==> src/hdl/sukt_pkg.sv <==
package sukt_pkg;

  localparam int DEPTH_DEF    = 64;
  localparam int KEY_BITS_DEF = 64;

  localparam int OP_W     = 2;
  localparam int KEY_W    = 64;
  localparam int VALUE_W  = 16;
  localparam int STATUS_W = 2;
  localparam int POS_W    = 6;
  localparam int COUNT_W  = 7;

  localparam logic [OP_W-1:0] OP_INSERT = 2'd0;
  localparam logic [OP_W-1:0] OP_REMOVE = 2'd1;
  localparam logic [OP_W-1:0] OP_LOOKUP = 2'd2;

  localparam logic [STATUS_W-1:0] ST_OK   = 2'd0;
  localparam logic [STATUS_W-1:0] ST_DUP  = 2'd1;
  localparam logic [STATUS_W-1:0] ST_MISS = 2'd2;
  localparam logic [STATUS_W-1:0] ST_FULL = 2'd3;

  // Broadcast command to every cell of the chain.
  typedef struct packed {
    logic cmp;  // latch compare flags against the item key
    logic ins;  // open a slot at the boundary and write the item there
    logic rem;  // close the gap at the hit cell
  } sukt_cmd_t;

endpackage

==> src/hdl/sukt_onehot_enc.sv <==
module sukt_onehot_enc #(
  parameter int N  = sukt_pkg::DEPTH_DEF,
  parameter int IW = 6
) (
  input  logic [N-1:0]  onehot_i,
  output logic          any_o,
  output logic [IW-1:0] index_o
);

  always_comb begin
    index_o = '0;
    for (int i = 0; i < N; i++) begin
      if (onehot_i[i]) begin
        index_o = index_o | IW'(i);
      end
    end
  end

  assign any_o = |onehot_i;

endmodule

==> config.mk <==
export PLATFORM = sky130hd
export DESIGN_NAME = sukt_onehot_enc
export DESIGN_NICKNAME = d
export VERILOG_FILES = /design/src/hdl/sukt_pkg.sv /design/src/hdl/sukt_onehot_enc.sv
export SDC_FILE = /design/constraint.sdc
export NUM_CORES = 1
export LEC_CHECK = 0
export ABC_AREA = 1
export BUFFER_PORTS_ARGS = -buffer_cell sky130_fd_sc_hd__buf_2
export CAP_MARGIN = 20
export CORE_MARGIN = 3
export CORE_UTILIZATION = 33
export DETAILED_ROUTE_END_ITERATION = 8
export GPL_TIMING_DRIVEN = 1
export PLACE_DENSITY_LB_ADDON = 0.08
export SLEW_MARGIN = 40
export SYNTH_ARGS = -nofsm -noshare
export SYNTH_HDL_FRONTEND = slang
export SYNTH_SLANG_ARGS = --single-unit
==> constraint.sdc <==
create_clock -name vclk -period 1.2
set_input_delay 0.12 -clock vclk [all_inputs]
set_output_delay 0.12 -clock vclk [all_outputs]
set_load 0.05 [all_outputs]
### After elaboration in Yosys (flattened, before gate mapping)

Cells that the tools add are included.

* flip-flop bits (word level): 0
* output and inout bits: 7
* word-level logic and storage cells: 64

* muxes and demuxes: 63
* reduce and logical (&&, ||, !) cells: 1

Operators by type and width (number)
* $mux W6: 32
* $mux W5: 16
* $reduce_or A64 Y1: 1
* $mux W4: 8
* $mux W3: 4
* $mux W2: 2
* $mux W1: 1

### Logic depth before layout (Yosys ltp)

Gate-level depths: netlist (run 1).

* depth in word-level cells: 63
* gate-level depth with buffers: 6
* gate-level depth less buffers: 6

### Worst setup path after synthesis (run 1)

Ideal clock, no wire load.

* kind: input port to output port
* from: input onehot_i[30]
* to: output index_o[3]
* data arrival time: 0.909 ns
* slack: 0.171 ns
* stages: 4
* buffers on the path: 0
* cell sequence: nor2_2 nand2_1 nor2_1 nand4_1

* longest elaborated chain between the ends: 34

RTL lines
* start, declared: RTL line sukt_onehot_enc.sv:5 `input logic [N-1:0] onehot_i,`
* $mux W5 (2 in a row): RTL line sukt_onehot_enc.sv:13 `if (onehot_i[i]) begin`
* $mux W6 (32 in a row): RTL line sukt_onehot_enc.sv:13
* end, declared: RTL line sukt_onehot_enc.sv:7 `output logic [IW-1:0] index_o`

No other way between the ends.

### Worst setup path after layout (run 1)

* from: input onehot_i[13]
* to: output any_o

* longest elaborated chain between the ends: 1

RTL lines
* $reduce_or A64 Y1: RTL line sukt_onehot_enc.sv:19 `assign any_o = |onehot_i;`
* end, declared: RTL line sukt_onehot_enc.sv:6 `output logic any_o,`

No other way between the ends.

==> results of run 1 <==
critical path, cell delays in order:
cell and delay, ps:
buf_2 100, nor2_2 140, nand2_1 90, nor2_1 140, nand2_1 70, nor2_1 90
nand2_1 60, buf_4 180
how the worst min path moves through the flow:
stage               cells after the start    endpoint    startpoint  slack (ps)
floorplan                               4  index_o[0]  onehot_i[39]         680
global route                            6  index_o[4]  onehot_i[30]         750
global placement                        6  index_o[0]  onehot_i[41]         760
detailed placement                      6  index_o[0]  onehot_i[37]         750
finish                                  6  index_o[4]  onehot_i[30]         730
CTS                                     6  index_o[0]  onehot_i[37]         750
final cells by class:
| class | instances | area share |
|---|---|---|
| inverters | 2 | 0.008696 |
| multi-input cells | 110 | 0.5536 |
| repair buffers | 71 | 0.4174 |
| well taps | 14 | 0.02029 |
Yosys cell counts (all sizes together):
cell    n
nor3    1
nand2  27
inv     2
nor2   71
nand4  10
nand3   1
metal layers:
| metal | vias up | share of wire | global-route usage |
|---|---|---|---|
| met5 | - | 0 | 0 |
| met4 | 0 | 0.0081 | 0.04819 |
| met3 | 2 | 0.099 | 0.02075 |
| met2 | 45 | 0.49 | 0.3488 |
| met1 | 387 | 0.40 | 0.2289 |
| li1 | 501 | - | - |
power breakdown:
| group | leakage (nW) | total [W] | internal (W) | switching [W] |
|---|---|---|---|---|
| registers | 0 | 0 | 0 | 0 |
| clock network | 0 | 0 | 0 | 0 |
| logic | 0.398 | 0.000194 | 0.000101 | 0.0000924 |
logic make-up (layout without fill, tap and decap cells):
logic type    after synthesis  count (layout)  synth area share
buf+inv                     2              73           0.01596
simple gates              110             110            0.9840
per-stage QoR:
stage           power (W)  std cells  cell area, µm²  worst slack, ps  hold WS [ps]
2_1_floorplan  0.00005982        112           470.5            170.6         679.7
3_3_place_gp    0.0001832        197           843.3            35.26         757.5
3_5_place_dp    0.0001871        197           843.3            62.99         749.0
4_1_cts         0.0001881        197           843.3            62.06         752.6
5_1_grt         0.0002171        197           863.3           0.2895         754.2
6_report        0.0001937        197           863.3            92.08         732.0
==> results.yml, run 1 <==
drt:
  via_count: 935
  wl_per_cell_um: 10.03
  via_per_inst: 4.746
  remaining_drc_errors: 0
  drtIter0Drc: 11
  drtAntennaViolNets: 0
  routed_wl_mm: 1.975
  drtPass1Iterations: 4
synthesis:
  yosys.area.top_type: "nor2_1"
  yosys_warnings: 0
  synth_top_area_frac: 0.5106
  synth.area.top_cells: "nor2_1 51%, nand2_1 20%, nand4_1 13%"
  syn_nets: 176
  seq_area_frac_synth: 0
  netlist_instances: 112
  avgSynthCellArea_um2: 4.200
  netlist_area_um2: 470.5
  synth_cell_types: 8
worst_setup_path:
  worst-setup-path-type: "in2out"
  cp.arrival_ps: 990
  worst_setup_path_end_kind: "output pin"
  critPathLaunch: "onehot_i[13]"
  required_ps: 1080
  startpoint_type: "primary input"
  worstPathMaxFanout: 2
  critPathCapture: "any_o"
global_route:
  grt_max_degree: 4
  antenna_found_initial: 0
  gr-total-overflow: 0
  grt_pass1_vias: 837
  track_usage: 0.1898
  grt_pass1_wl_mm: 2.973
cts:
  cts_hold_buf: 0
  post_cts_buffers: 0
  cts_resized: 0
timing:
  slew_headroom: 0.8319
  rsz0062_at_grt: "false"
  setup_tns_ps: 0
  finalMaxSlewViolations: 0
  worstMarginPinSlew_ps: 253.8
  fin_crit_sh: 0.9233
  layout_min_cycle_time_ps: 1108
  hold_viol: 0
  setup-violations-final: 0
  max_freq_mhz: 902.6
place:
  port_buffers: 71
  globalplace.congestion: 0.8979
  place_hpwl_mm: 1.794
pwr:
  powerDensity_mw_per_mm2: 224.3
  p_leak_nw: 0.3976
  ir_drop_v: 0.0001546
flow_run:
  max_cap_violations: 0
outcome:
  outcome: "finished, final reports clean"
floorplanning:
  die_y_um: 43.76
  io_pins: 71
  die_x_um: 43.76
  fp.dieArea_mm2: 0.001915
  placementRows: 12
  fp.coreArea_mm2: 0.001216
  initial_core_util: 0.3868
finish:
  multiInputGateArea_um2: 478.0
  area_delta_synth_final_pct: 83.51
  nClkBuffers: 0
  seq_cells: 0
  n_antenna_cell: 0
  final_util: 0.7099
  regArea_um2: 0
  mostFrequentLayoutCells: "69 x buf_2, 59 x nor2_1, 24 x nand2_1"
  nets: 249
  num-fill-cells: 129
  drive_above_1_share: 0.4699
  layout_commonest_cell: "buf_2"
worst_hold_path:
  min_path_type: "in2out"
No activity file was read; power rests on OpenSTA's default activity.
==> run 2, diff against run 1 <==
--- a/config.mk
+++ b/config.mk
@@ -11,7 +11,7 @@
 export CORE_MARGIN = 3
 export CORE_UTILIZATION = 33
 export DETAILED_ROUTE_END_ITERATION = 8
-export GPL_TIMING_DRIVEN = 1
+export GPL_TIMING_DRIVEN = 0
 export PLACE_DENSITY_LB_ADDON = 0.08
 export SLEW_MARGIN = 40
 export SYNTH_ARGS = -nofsm -noshare
==> run 2 against run 1 <==
Net effect: combinational power is essentially flat; cell count did not move; critical path depth unchanged; first-iteration DRC count grew 36%; largest cell class unchanged; sequential cell count stayed put.
==> results.yml, run 2 (synthesis gave the netlist of run 1 again) <==
timing:
  setup_tns_ps: 0
  holdWs_ps: 771.4
  setup-violations-final: 0
  fin_ws_ps: 84.38
  hold_viol: 0
  finalMaxSlewViolations: 0
  rsz0062_at_grt: "false"
  worstMarginPinSlew_ps: 248.7
  max_freq_mhz: 896.4
  fin_crit_sh: 0.9297
  slew_headroom: 0.8353
  layout_min_cycle_time_ps: 1116
global_route:
  antenna_found_initial: 0
  grt_pass1_vias: 815
  gr-total-overflow: 0
  track_usage: 0.1923
  grt_max_degree: 4
  grt_pass1_wl_mm: 3.008
drt:
  drtIter0Drc: 15
  via_count: 964
  drtAntennaViolNets: 0
  wl_met1_um: 728
  dr_wl_met3_um: 215
  met2_length_um: 998
  wl_per_cell_um: 10.06
  via_per_inst: 4.893
  top_layer: "met4"
  drtPass1Iterations: 4
  remaining_drc_errors: 0
  routed_wl_mm: 1.981
finish:
  drive_above_1_share: 0.4645
  layout_commonest_cell: "buf_2"
  n_antenna_cell: 0
  regArea_um2: 0
  final_util: 0.7058
  nClkBuffers: 0
  area_delta_synth_final_pct: 82.45
  seq_cells: 0
  num-fill-cells: 135
  mostFrequentLayoutCells: "70 x buf_2, 59 x nor2_1, 25 x nand2_1"
  nets: 249
pwr:
  powerDensity_mw_per_mm2: 224.7
  p_leak_nw: 0.3950
  ir_drop_v: 0.0001423
  power_w: 0.0001929
floorplanning:
  fp.dieArea_mm2: 0.001915
  placementRows: 12
  io_pins: 71
  fp.coreArea_mm2: 0.001216
  die_x_um: 43.76
  initial_core_util: 0.3868
  die_y_um: 43.76
worst_hold_path:
  min_path_type: "in2out"
place:
  place_hpwl_mm: 1.849
  place_ws_ps: 59.93
  globalplace.congestion: 0.8762
  port_buffers: 71
cts:
  post_cts_buffers: 0
outcome:
  outcome: "finished, final reports clean"
worst_setup_path:
  cp.arrival_ps: 1000
  startpoint_type: "primary input"
  worst-setup-path-type: "in2out"
  worst_setup_path_end_kind: "output pin"
  worstPathMaxFanout: 3
  required_ps: 1080
flow_run:
  max_cap_violations: 0
-- run 2: report_power, final --
| part | total (W) | leakage [nW] | switching (W) | internal (W) |
|---|---|---|---|---|
| sequential | 0 | 0 | 0 | 0 |
| combinational | 0.000193 | 0.395 | 0.0000919 | 0.000101 |
| clock | 0 | 0 | 0 | 0 |
| total | 0.000193 | 0.395 | 0.0000919 | 0.000101 |
-- run 2: what timing repair did --
| item | in CTS | in global routing |
|---|---|---|
| hold buffers | 0 | 0 |
| resized for setup | 0 | 7 |
| endpoints found under the setup margin | 0 | 2 |
-- run 2: cell type report --
type | instances | area (µm²) | share of cell area
multi-input combinational | 110 | 475.5 | 0.5539
timing repair buffer | 71 | 357.8 | 0.4169
tap | 14 | 17.52 | 0.02041
inverter | 2 | 7.507 | 0.008746
-- run 2: layer usage --
layer | global-route usage | vias up
li1 | - | 502
met1 | 0.2241 | 413
met2 | 0.3866 | 45
met3 | 0.004149 | 4
met4 | 0.02410 | 0
met5 | 0 | -
-- run 2: path summary, 6_finish.rpt --
| path | from | end | slack (ps) | depth (start not counted) |
|---|---|---|---|---|
| max | onehot_i[28] | any_o | 80 | 8 |
| min | onehot_i[46] | index_o[2] | 770 | 6 |
-- run 2: worst max-delay path: stages --
cell and delay, ps:
buf_2 100, nor2_1 150, nand2_1 120, nor2_1 100, nand2_1 60, nor2_1 110, nand2_1 60, buf_4 180
-- run 2: per-stage QoR --
step                      area [µm²]  std cells
final                          858.3        197
after CTS                      843.3        197
after global routing           858.3        197
after detailed placement       843.3        197
after global placement         843.3        197
after floorplan                470.5        112
==> run 3, diff against run 2 <==
--- a/config.mk
+++ b/config.mk
@@ -8,8 +8,11 @@
 export ABC_AREA = 1
 export BUFFER_PORTS_ARGS = -buffer_cell sky130_fd_sc_hd__buf_2
 export CAP_MARGIN = 20
+export CELL_PAD_IN_SITES_DETAIL_PLACEMENT = 1
+export CELL_PAD_IN_SITES_GLOBAL_PLACEMENT = 1
+export CORE_ASPECT_RATIO = 0.8
 export CORE_MARGIN = 3
-export CORE_UTILIZATION = 33
+export CORE_UTILIZATION = 17
 export DETAILED_ROUTE_END_ITERATION = 8
 export GPL_TIMING_DRIVEN = 0
 export PLACE_DENSITY_LB_ADDON = 0.08
==> run 3 against run 2 <==
Net effect: cell count up 11%; fmax up 0.54%; via count down 2.4%; clock-buffer cell count unchanged; largest cell class unchanged; die area up 80%; highest routed layer is now met3; critical path depth unchanged; total power up 6.8%; worst hold slack worse by 2.4 ps; utilization down 35 points; final area up 6.9%.
==> results.yml, run 3 (synthesis gave the netlist of run 1 again) <==
outcome:
  outcome: "finished, final reports clean"
timing:
  hold_viol: 0
  finalMaxSlewViolations: 0
  setup_tns_ps: 0
  layout_min_cycle_time_ps: 1110
  rsz0062_at_grt: "false"
  max_freq_mhz: 901.2
  slew_headroom: 0.8281
  setup-violations-final: 0
  worstMarginPinSlew_ps: 259.7
  fin_crit_sh: 0.9247
drt:
  drtPass1Iterations: 3
  drtIter0Drc: 9
  drtAntennaViolNets: 0
  remaining_drc_errors: 0
  via_count: 941
  via_per_inst: 4.297
  wl_per_cell_um: 11.45
  routed_wl_mm: 2.507
finish:
  multiInputGateArea_um2: 500.5
  seq_cells: 0
  nClkBuffers: 0
  num-fill-cells: 388
  regArea_um2: 0
  drive_above_1_share: 0.5082
  n_antenna_cell: 0
  area_delta_synth_final_pct: 94.95
  nets: 249
  layout_commonest_cell: "buf_2"
  design_area_um2: 917.1
  mostFrequentLayoutCells: "69 x buf_2, 52 x nor2_1, 24 x nand2_1"
worst_hold_path:
  whs_path_depth: 8
  min_path_type: "in2out"
  hold_end: "any_o"
  worstHoldStart: "onehot_i[8]"
worst_setup_path:
  critPathTopFamily: "simple AND/OR/NAND/NOR gates"
  worst_setup_path_end_kind: "output pin"
  crit_buf_inv: 3
  crit_chain: "buf_2, nor2_2, nand2_2, nor2_2, nand2_1, nor2_2, inv_1, buf_4"
  worstPathMaxFanout: 3
  required_ps: 1080
  cpMostUsedCell: "nor2_2"
  critPathSlowestCell: "buf_4"
  worst-setup-path-type: "in2out"
  cp.arrival_ps: 990
  crit_cells: 8
  startpoint_type: "primary input"
  cpPeakStageDelay_ps: 180
global_route:
  gr-total-overflow: 0
  grt_max_degree: 4
  grt_pass1_wl_mm: 3.774
  grt_pass1_vias: 906
  antenna_found_initial: 0
  track_usage: 0.1368
floorplanning:
  io_pins: 71
  initial_core_util: 0.1850
  die_x_um: 64.82
  die_y_um: 53.05
  fp.dieArea_mm2: 0.003438
  placementRows: 16
  fp.coreArea_mm2: 0.002542
pwr:
  powerDensity_mw_per_mm2: 224.5
  p_leak_nw: 0.3997
  ir_drop_v: 0.00007379
place:
  globalplace.congestion: 0.8049
  placed_area_um2: 870.8
  place_hpwl_mm: 2.380
  port_buffers: 71
flow_run:
  max_cap_violations: 0
cts:
  cts_hold_buf: 0
  post_cts_buffers: 0
[run 3: cell counts in the layout (fill, tap and decap cells not counted)]
No cell type changed its count.
[run 3: metrics by stage]
stage,hold slack [ps],cells,utilization,worst slack (ps),power (W)
2_1_floorplan,679.7,112,-,170.6,0.00005982
3_3_place_gp,765.3,219,0.3425,22.50,0.0001901
3_5_place_dp,776.7,219,0.3425,21.28,0.0001948
4_1_cts,779.4,219,0.3425,8.064,0.0001958
5_1_grt,801.2,219,0.3607,1.348,0.0002333
6_report,768.9,219,0.3607,90.33,0.0002059
[run 3: cell type report]
cell class / instances / area share
Multi-Input combinational cell: 110 / 0.5457
Tap cell: 36 / 0.04911
Timing Repair Buffer: 71 / 0.3970
Inverter: 2 / 0.008186
[run 3: where the power goes]
part	switching (W)	internal, W	total, W
clock	0	0	0
combinational	0.000102	0.000104	0.000206
sequential	0	0	0
[run 3: worst max-delay path by stage]
stage	from	end	slack [ps]
2_1_floorplan	onehot_i[30]	index_o[3]	170
3_3_place_gp	onehot_i[18]	any_o	20
3_5_place_dp	onehot_i[54]	any_o	20
4_1_cts	onehot_i[54]	any_o	8
5_1_grt	onehot_i[42]	any_o	1
6_report	onehot_i[61]	index_o[5]	90
[run 3: worst min-delay path, cell delays in order]
cell     delay [ps]
buf_2            80
nor2_1           30
nand2_1          70
nor2_2           50
nand2_1          50
nor2_1           30
nand2_1          70
buf_6           150
[run 3: timing repair]
| item | CTS | global route |
|---|---|---|
| setup endpoints to repair | 0 | 4 |
| gates resized for setup | 0 | 19 |
| hold endpoints to repair | 0 | 0 |
[run 3: per-layer routing]
layer / GRT usage / vias to the layer above / share of wire
met5: 0 / - / 0
met3: 0.01062 / 0 / 0.052
met4: 0 / 0 / 0
li1: - / 501 / -
met1: 0.1913 / 411 / 0.48
met2: 0.2428 / 29 / 0.47
