<file path="src/hdl/sukt_pkg.sv">
package sukt_pkg;

  localparam int DEPTH_DEF    = 64;
  localparam int KEY_BITS_DEF = 64;

  localparam int OP_W     = 2;
  localparam int KEY_W    = 64;
  localparam int VALUE_W  = 16;
  localparam int STATUS_W = 2;
  localparam int POS_W    = 6;
  localparam int COUNT_W  = 7;

  localparam logic [OP_W-1:0] OP_INSERT = 2'd0;
  localparam logic [OP_W-1:0] OP_REMOVE = 2'd1;
  localparam logic [OP_W-1:0] OP_LOOKUP = 2'd2;

  localparam logic [STATUS_W-1:0] ST_OK   = 2'd0;
  localparam logic [STATUS_W-1:0] ST_DUP  = 2'd1;
  localparam logic [STATUS_W-1:0] ST_MISS = 2'd2;
  localparam logic [STATUS_W-1:0] ST_FULL = 2'd3;

  // Broadcast command to every cell of the chain.
  typedef struct packed {
    logic cmp;  // latch compare flags against the item key
    logic ins;  // open a slot at the boundary and write the item there
    logic rem;  // close the gap at the hit cell
  } sukt_cmd_t;

endpackage

</file>
<file path="src/hdl/sukt_cell.sv">
module sukt_cell #(
  parameter int KEY_BITS = sukt_pkg::KEY_BITS_DEF,
  parameter int CW       = 7,
  parameter int IDX      = 0
) (
  input  logic                         clk,
  input  logic                         rst_n,
  input  sukt_pkg::sukt_cmd_t          cmd_i,
  input  logic [CW-1:0]                count_i,
  input  logic [KEY_BITS-1:0]          item_key_i,
  input  logic [sukt_pkg::VALUE_W-1:0] item_value_i,
  input  logic                         left_lt_i,
  input  logic [KEY_BITS-1:0]          left_key_i,
  input  logic [sukt_pkg::VALUE_W-1:0] left_value_i,
  input  logic [KEY_BITS-1:0]          right_key_i,
  input  logic [sukt_pkg::VALUE_W-1:0] right_value_i,
  output logic                         lt_o,
  output logic                         eq_o,
  output logic [KEY_BITS-1:0]          key_o,
  output logic [sukt_pkg::VALUE_W-1:0] value_o
);

  logic [KEY_BITS-1:0]          key_r, key_nxt;
  logic [sukt_pkg::VALUE_W-1:0] value_r, value_nxt;
  logic                         lt_r, lt_nxt;
  logic                         eq_r, eq_nxt;
  logic                         occ;

  assign occ = (CW'(IDX) < count_i);

  always_comb begin
    lt_nxt = lt_r;
    eq_nxt = eq_r;
    if (cmd_i.cmp) begin
      lt_nxt = occ && (key_r < item_key_i);
      eq_nxt = occ && (key_r == item_key_i);
    end
  end

  // Cells below the boundary hold; the boundary cell takes the item on insert,
  // cells above shift up from the left or down from the right.
  always_comb begin
    key_nxt   = key_r;
    value_nxt = value_r;
    if (cmd_i.ins && !lt_r) begin
      if (left_lt_i) begin
        key_nxt   = item_key_i;
        value_nxt = item_value_i;
      end else begin
        key_nxt   = left_key_i;
        value_nxt = left_value_i;
      end
    end else if (cmd_i.rem && !lt_r) begin
      key_nxt   = right_key_i;
      value_nxt = right_value_i;
    end
  end

  always_ff @(posedge clk) begin
    key_r   <= key_nxt;
    value_r <= value_nxt;
    if (!rst_n) begin
      lt_r <= 1'b0;
      eq_r <= 1'b0;
    end else begin
      lt_r <= lt_nxt;
      eq_r <= eq_nxt;
    end
  end

  assign lt_o    = lt_r;
  assign eq_o    = eq_r;
  assign key_o   = key_r;
  assign value_o = value_r;

endmodule

</file>
<file path="config.mk">
export PLATFORM = sky130hd
export DESIGN_NAME = sukt_cell
export DESIGN_NICKNAME = d
export VERILOG_FILES = /design/src/hdl/sukt_pkg.sv /design/src/hdl/sukt_cell.sv
export SDC_FILE = /design/constraint.sdc
export NUM_CORES = 1
export LEC_CHECK = 0
export BUFFER_PORTS_ARGS = -buffer_cell sky130_fd_sc_hd__buf_4
export CORE_AREA = 2 2 130 132
export CTS_CLUSTER_SIZE = 24
export DETAILED_ROUTE_END_ITERATION = 16
export DIE_AREA = 0 0 132 134
export GPL_TIMING_DRIVEN = 0
export PLACE_DENSITY = 0.78
export SETUP_SLACK_MARGIN = 0.4
export SYNTH_ARGS = -nofsm -noshare
export SYNTH_HDL_FRONTEND = slang
export SYNTH_SLANG_ARGS = --single-unit
</file>
<file path="constraint.sdc">
create_clock -name clk -period 14.14 [get_ports clk]
set_clock_uncertainty 0.15 [all_clocks]
set_input_delay 2.828 -clock clk [delete_from_list [all_inputs] [get_ports clk]]
set_output_delay 2.828 -clock clk [all_outputs]
set_load 0.005 [all_outputs]
</file>
== Yosys cells after proc, flatten, opt, wreduce, memory -nomap -nowiden ==
Cells that the tools add are included.

* Bits in registers: 82
* Bits of input ports: 253
* Word-level logic and storage cells: 19
* Output and inout bits: 82

* Multiplexer cells: 6
* $lt $le $gt $ge: 2
* Reduce and logical (&&, ||, !) cells: 6
* Equality and inequality tests: 1

{| class="wikitable"
|+ Operators with widths
! operator !! count
|-
| 2-to-1 mux 64 bit || 3
|-
| equality test 64 bit || 1
|-
| less-than comparator 64 bit || 1
|-
| 2-to-1 mux 16 bit || 3
|-
| less-than comparator 1 x 7 -> 1 bit (first input constant) || 1
|-
| logical AND 1 bit || 4
|-
| nonzero test 2 bit || 1
|-
| zero test 1 bit || 1
|}

== Depth between registers and ports, before layout ==
Gate-level depths: netlist of run 1.

* Depth after elaboration: 4
* Mapped depth: 8
* Gate-level depth less buffers: 8

== Least setup slack after synthesis of run 1 ==
No wires, ideal clock.

* Kind: input-to-reg
* From: in cmd_i[1] in the netlist's numbering
* To: reg key_r[0], in the netlist key_o[0] (enable)
* Path slack: 7.233 ns
* Stages: 2
* Path buffers: 0
* Required time: 13.469 ns
* Arrival: 6.236 ns
* Library setup time: 0.521 ns
* Path through: nor2_1 nor2_1

* Word-level cells in the longest chain between the ends: 2

{| class="wikitable"
|+ Ends and longest elaborated chain
! what !! RTL line !! source
|-
| from (decl) || sukt_cell.sv:8 || <nowiki>input sukt_pkg::sukt_cmd_t cmd_i,</nowiki>
|-
| logical AND 1 bit || sukt_cell.sv:45 || <nowiki>if (cmd_i.ins && !lt_r) begin</nowiki>
|-
| nonzero test 2 bit (no line) || -- ||
|-
| to (signal assigned) || sukt_cell.sv:60 || <nowiki>key_r <= key_nxt;</nowiki>
|-
| to (decl) || sukt_cell.sv:23 || <nowiki>logic [KEY_BITS-1:0] key_r, key_nxt;</nowiki>
|}

No other way between the ends.
A chain may end at the register's enable or synchronous reset.

== Worst setup path after layout of run 1 ==
* From: in item_key_i[63]
* To: reg eq_r, in the netlist eq_o

* Word-level cells in the longest chain between the ends: 2

{| class="wikitable"
|+ Ends and longest elaborated chain
! what !! RTL line !! source
|-
| from (decl) || sukt_cell.sv:10 || <nowiki>input logic [KEY_BITS-1:0] item_key_i,</nowiki>
|-
| equality test 64 bit || sukt_cell.sv:36 || <nowiki>eq_nxt = occ && (key_r == item_key_i);</nowiki>
|-
| logical AND 1 bit || sukt_cell.sv:36 ||
|-
| to (signal assigned) || sukt_cell.sv:67 || <nowiki>eq_r <= eq_nxt;</nowiki>
|-
| to (decl) || sukt_cell.sv:26 || <nowiki>logic eq_r, eq_nxt;</nowiki>
|}

No other way between the ends.

==> results of run 1 <==
## worst min-delay path: cells and delay by family, from the launching register on
family / cells / cell delay (ns)
flip-flops: 1 / 0.37
AO/OA/AOI/OAI: 1 / 0.07
AND/OR/NAND/NOR: 1 / 0.09
## stage by stage
step / area, sq um / setup WS (ns) / total power [uW]
after global routing: 8860 / 9.05 / 900
after CTS: 8860 / 9.13 / 861
final: 8860 / 9.27 / 852
after global placement: 8500 / 5.39 / 600
after floorplan: 5730 / 7.23 / 450
after detailed placement: 8550 / 8.79 / 606
## per-layer routing
layer	global-route usage, %	part of all wire (%)
met4	8.33	2.6
met3	5.40	7.6
met2	39.1	51
met5	0	0
met1	25.6	39
## logic make-up after synthesis
group | share of synthesized area [%]
AOI/OAI and AO/OA | 12.7
adders and majority gates | 14.0
buffers and inverters | 5.96
DFF | 42.6
muxes | 14.0
and+or+nand+nor | 10.7
## worst max path at each step
stage                        start   endpoint  slack [ns]  cells after the start
global placement          cmd_i[1]  key_o[50]        5.39                      3
CTS                 item_key_i[63]       eq_o        9.13                      9
floorplan                 cmd_i[1]   key_o[0]        7.23                      2
global route        item_key_i[63]       eq_o        9.05                      9
detailed placement  item_key_i[63]       eq_o        8.79                      9
finish              item_key_i[63]       eq_o        9.27                      9
## registers in the layout, summed over array words and instances (netlist names)
| register | count |
|---|---|
| value_o | 16 |
| eq_o | 1 |
| key_o | 64 |
| lt_o | 1 |
## final cells by class
class / instances / share of cell area (%)
repair buffers: 335 / 28.7
clock inverters: 5 / 0.890
well taps: 220 / 3.11
plain buffers: 27 / 1.14
multi-input cells: 412 / 33.3
clock buffers: 11 / 2.63
flip-flops and latches: 82 / 27.6
inverters: 64 / 2.71
## Yosys cell counts, types with 2 or more instances
cell type / n / area (sq um)
nand2_1: 89 / 334
o21ai_0: 87 / 435
edfxtp_1: 80 / 2400
mux2i_1: 80 / 801
ha_1: 64 / 801
inv_1: 64 / 240
a21oi_1: 28 / 140
clkbuf_1: 22 / 82.6
nand4_1: 13 / 81.3
nand3_1: 10 / 50.1
a21o_1: 6 / 45.0
nor2_1: 6 / 22.5
buf_1: 5 / 18.8
nor2b_1: 4 / 25.0
a211oi_1: 2 / 15.0
dfxtp_1: 2 / 40.0
nand4_2: 2 / 25.0
nor3_1: 2 / 10.0
or4_1: 2 / 15.0
## power by group
| group | switching [uW] | total, uW | leakage, uW | internal [uW] |
|---|---|---|---|---|
| combinational | 124 | 264 | 0.00348 | 140 |
| sequential | 20.3 | 335 | 0.000824 | 315 |
| clock | 98.9 | 254 | 0.000153 | 155 |
| total | 243 | 852 | 0.00446 | 609 |
==> summary.md, run 1 <==
| Metric | Value |
|---|---|
| Outcome | finished, final reports clean |
| FF-to-FF setup slack | 11.46 ns |
| First-pass DRT Iterations | 4 |
| Leakage | 0.00446 uW |
| Clk sink count | 82 |
| Register area share after synthesis | 42.6% |
| Share of layout cells above drive strength 1 | 37.9% |
| # setup viols final | 0 |
| Clock tree root buffer cell | clkbuf_16 |
| Nets@finish | 1,248 |
| Ys flop type | edfxtp_1 |
| Number of synthesized register bits | 82 |
| Worst EP arrival | 5.00 ns |
| Max-cap viol count | 0 |
| Largest net degree at the start of global routing | 34 |
| Slowest cell on crit path | or4_4 |
| Cts hold-fix bufs | 0 |
| RePlAce Congestion | 0.830 |
| Number of enable flip-flop cells after synthesis | 80 |
| Core area | 0.0163 sq mm |
| Crit. End Element | flop |
| R2R depth | 5 |
| Synth-to-layout area growth | 54.7% |
| Min Hold Slack | 0.433 ns |
| First-pass GRT wire length | 30.5 mm |
| Final worst path period share | 34.5% |
| Hpwl dp | 16.2 mm |
| R2r startpoint | lt_o |
| Final Slew Violations | 0 |
| Worst vdd ir | 0.0541 mV |
| Post-route insts no fill | 1,156 |
| Cell family with most CP delay | simple AND/OR/NAND/NOR gates |
| IO Pins | 335 |
| Fin crit period | 4.87 ns |
| Syn Inst Count | 585 |
| Final wirelength | 19.8 mm |
| Maximum root-to-sink buffer count | 2 |
| Drt wl/cell | 17.1 um |
| Hold path start | lt_o |
| Fmax | 205 MHz |
| Row cnt | 47 |
| RSZ-0062 raised after global routing | false |
| Worst-margin pin slew | 1.05 ns |
| Residual DRC count | 0 |
| Max incr delay on CP | 0.56 ns |
| Worst-Skew Late Latency | 0.34 ns |
| Num CTS Buffers | 9 |
| Final hold viol count | 0 |
| Synth cell types | 36 |
| Ys async rst share | 0% |
| Port Buffers | 333 |
| H-tree level count | 3 |
| CTS tree | built |
| Die extent in x | 132 um |
| Class of the worst hold path | flop to flop |
| Post-Syn Nets | 902 |
| Core Util, Final | 54.4% |
| Ys Warns | 0 |
| Vias per Instance | 4.88 |
| Die height | 134 um |
| Initial antenna violation count | 0 |
| Most common cell after layout, fill and taps aside | buf_4 |
| Antenna viol nets, final | 0 |
| Buf/Inv on CP | 2 |
| All-Layer GR Usage | 22.0% |
| Via count | 5,636 |
| Critical Path RT | 14.27 ns |
| Crit path cell chain | buf_4, inv_1, ha_1, nand4_2, nor4_2, nand3_1, or4_4, nor3_2, o21a_1 |
| CP Launch Type | input pin |
| Avg Synthesized Cell Area | 9.79 sq um |
| Worst-path clk slew | 0.06 ns |
| Total negative slack | 0 ns |
| Worst Hold Path EP | lt_o |
| Multi-input gate area | 0.00295 sq mm |
| Die area | 0.0177 sq mm |
| Fillers | 1,528 |
| Sequential standard cell area | 0.00244 sq mm |
| # resized after CTS | 0 |
| R2r endpoint | key_o[59] |
| Synthesized cell area | 0.00573 sq mm |
| Grt ovf | 0 |
| Placed cells | 1,140 |
| Starting Density | 35.2% |
| Worst-path fanout max | 4 |
| Post-CTS Setup Inserts | 0 |
| Commonest cells after routing, fill and taps aside | 333 x buf_4, 89 x nand2_1, 87 x o21ai_0 |
| DRT iter0 DRCs | 205 |
| Vias in the first global route | 5,809 |
| Rel. slew slack | 29.4% |
| Antenna Diode Count | 0 |
| Hold depth | 2 |
| Crit Path Category | input pin to flop |
| Pwr Density | 96.2 mW/mm^2 |
No activity file was read; power rests on OpenSTA's default activity.
==> run 2, diff against run 1 <==
Settings changed: PLACE_DENSITY 0.78 to 0.8.
Clock period 14.14 ns to 4 ns, I/O delays scaled along.
==> run 2 against run 1 <==
  * Power grew to 3.5 times the previous value
  * Setup slack worse by 8.2 ns
  * First-iteration DRC count is 15% higher
  * Final cell count stayed put
  * Core utilization is 0.15 points lower
  * Sequential cell count stayed put
  * Global-route usage is 0.10 points lower
  * Critical path type unchanged
  * Largest cell class unchanged
==> summary.md, run 2 (synthesis results as in run 1) <==
| Metric | Value |
|---|---|
| Rel. slew slack | 31.8% (+2.4 points) |
| Fmax | 338 MHz |
| Max-cap viol count | 0 (unchanged) |
| WL met1 | 7.85 mm (+1.8%) |
| Total negative slack | 0 ns (unchanged) |
| Vias per Instance | 4.92 (+0.96%) |
| All-Layer GR Usage | 21.9% (-0.10 points) |
| IO Pins | 335 (unchanged) |
| Hold path start | lt_o |
| Die extent in x | 132 um (unchanged) |
| # setup viols final | 0 (unchanged) |
| Final Slew Violations | 0 (unchanged) |
| Commonest cells after routing, fill and taps aside | 333 x buf_4, 89 x nand2_1, 87 x o21ai_0 |
| Hpwl dp | 16.2 mm (about the same) |
| Residual DRC count | 0 (unchanged) |
| # resized after CTS | 0 (unchanged) |
| Via count | 5,690 (+0.96%) |
| Final worst path period share | 74.0% |
| Num CTS Buffers | 9 (unchanged) |
| Critical Path RT | 4.13 ns (-10.14 ns) |
| Post-CTS Setup Inserts | 0 (unchanged) |
| Final hold viol count | 0 (unchanged) |
| Worst-path clk slew | 0.06 ns (about the same) |
| Core area | 0.0163 sq mm (unchanged) |
| Worst vdd ir | 0.187 mV (+250%) |
| Worst-margin pin slew | 1.01 ns (-0.0359 ns) |
| Worst-path fanout max | 4 (unchanged) |
| H-tree level count | 3 (unchanged) |
| Share of layout cells above drive strength 1 | 37.8% (-0.11 points) |
| Synth-to-layout area growth | 54.3% |
| Clock tree root buffer cell | clkbuf_16 |
| Port Buffers | 333 (unchanged) |
| Largest net degree at the start of global routing | 36 (+5.9%) |
| Top Metal Used | met4 |
| Worst-Skew Late Latency | 0.34 ns (about the same) |
| Post-route insts no fill | 1,156 (unchanged) |
| Pwr Density | 333 mW/mm^2 (+250%) |
| Antenna Diode Count | 0 (unchanged) |
| Drt wl/cell | 17.2 um (+0.48%) |
| Placed cells | 1,140 (unchanged) |
| Die height | 134 um (unchanged) |
| Crit Path Category | input pin to flop |
| Clk sink count | 82 (unchanged) |
| Outcome | finished, final reports clean |
| DRT iter0 DRCs | 235 (+15%) |
| Core Util, Final | 54.2% (-0.15 points) |
| RePlAce Congestion | 0.829 (about the same) |
| CTS tree | built |
| RSZ-0062 raised after global routing | false |
| Final wirelength | 19.9 mm (+0.48%) |
| DR WL met2 | 10.2 mm (+0.88%) |
| First-pass DRT Iterations | 7 (+3) |
| Dpl ws | 0.689 ns (-8.10 ns) |
| R2r startpoint | key_o[61] |
| Metal3 WL | 1.40 mm (-7.4%) |
| Initial antenna violation count | 0 (unchanged) |
| CP Launch Type | input pin |
| Grt ovf | 0 (unchanged) |
| Vias in the first global route | 5,790 (-0.33%) |
| Cts hold-fix bufs | 0 (unchanged) |
| Antenna viol nets, final | 0 (unchanged) |
| PnR worst setup slack | 1.04 ns (-8.22 ns) |
| Crit. End Element | flop |
| Crit path from | item_key_i[63] |
| Fin crit period | 2.96 ns |
| Worst EP arrival | 3.09 ns (-1.91 ns) |
| Leakage | 0.00444 uW (-0.45%) |
| Maximum root-to-sink buffer count | 2 (unchanged) |
| Die area | 0.0177 sq mm (unchanged) |
| Row cnt | 47 (unchanged) |
| Nets@finish | 1,248 (unchanged) |
| Class of the worst hold path | flop to flop |
| First-pass GRT wire length | 30.1 mm (-1.1%) |
| Starting Density | 35.2% (unchanged) |
| Number of flip-flops in the largest register | 64 (unchanged) |
| Most common cell after layout, fill and taps aside | buf_4 |
[run 2: changes by cell type in the layout (fill, tap and decap cells not counted), sizes merged]
cell      delta
bufinv       -1
clkinvlp     +2
clkbuf       -1
[run 2: through the flow]
stage          hold WS, ns  area [sq um]  total power [uW]
2_1_floorplan        0.346          5730              1580
3_3_place_gp         0.396          8500              2110
3_5_place_dp         0.428          8550              2140
4_1_cts              0.435          8840              2970
5_1_grt              0.463          8840              3110
6_report             0.426          8840              2940
[run 2: critical path, stage by stage]
cell and delay (ns):
buf_4 0.08, inv_1 0.05, ha_1 0.33, nand4_2 0.19, nor4_2 0.47, nand3_1 0.28
or4_4 0.58, nor3_2 0.19, o21a_1 0.12
[run 2: layout make-up]
cell class	count	area, sq um
clock buffer	10	229
fill	1458	7450
sequential	82	2440
buffer	27	101
inverter	64	240
clock inverter	6	57.6
tap	220	275
multi-input combinational	412	2950
timing repair buffer	335	2540
[run 2: worst paths after layout]
kind         slack [ns]  endpoint  cells past startpoint
min                0.43      lt_o                      2
min reg2reg        0.43      lt_o                      2
max reg2reg        1.23      eq_o                      7
max                1.04      eq_o                      9
[run 2: layer usage]
| layer | track usage, % | vias to the layer above |
|---|---|---|
| met5 | 0 | - |
| met4 | 8.51 | 0 |
| met3 | 5.33 | 30 |
| met2 | 39.2 | 209 |
| met1 | 25.2 | 2651 |
| li1 | - | 2800 |
[run 2: where the power goes]
group / internal [uW] / switching, uW
sequential: 1110 / 69.0
clock: 479 / 343
combinational: 494 / 444
total: 2080 / 856
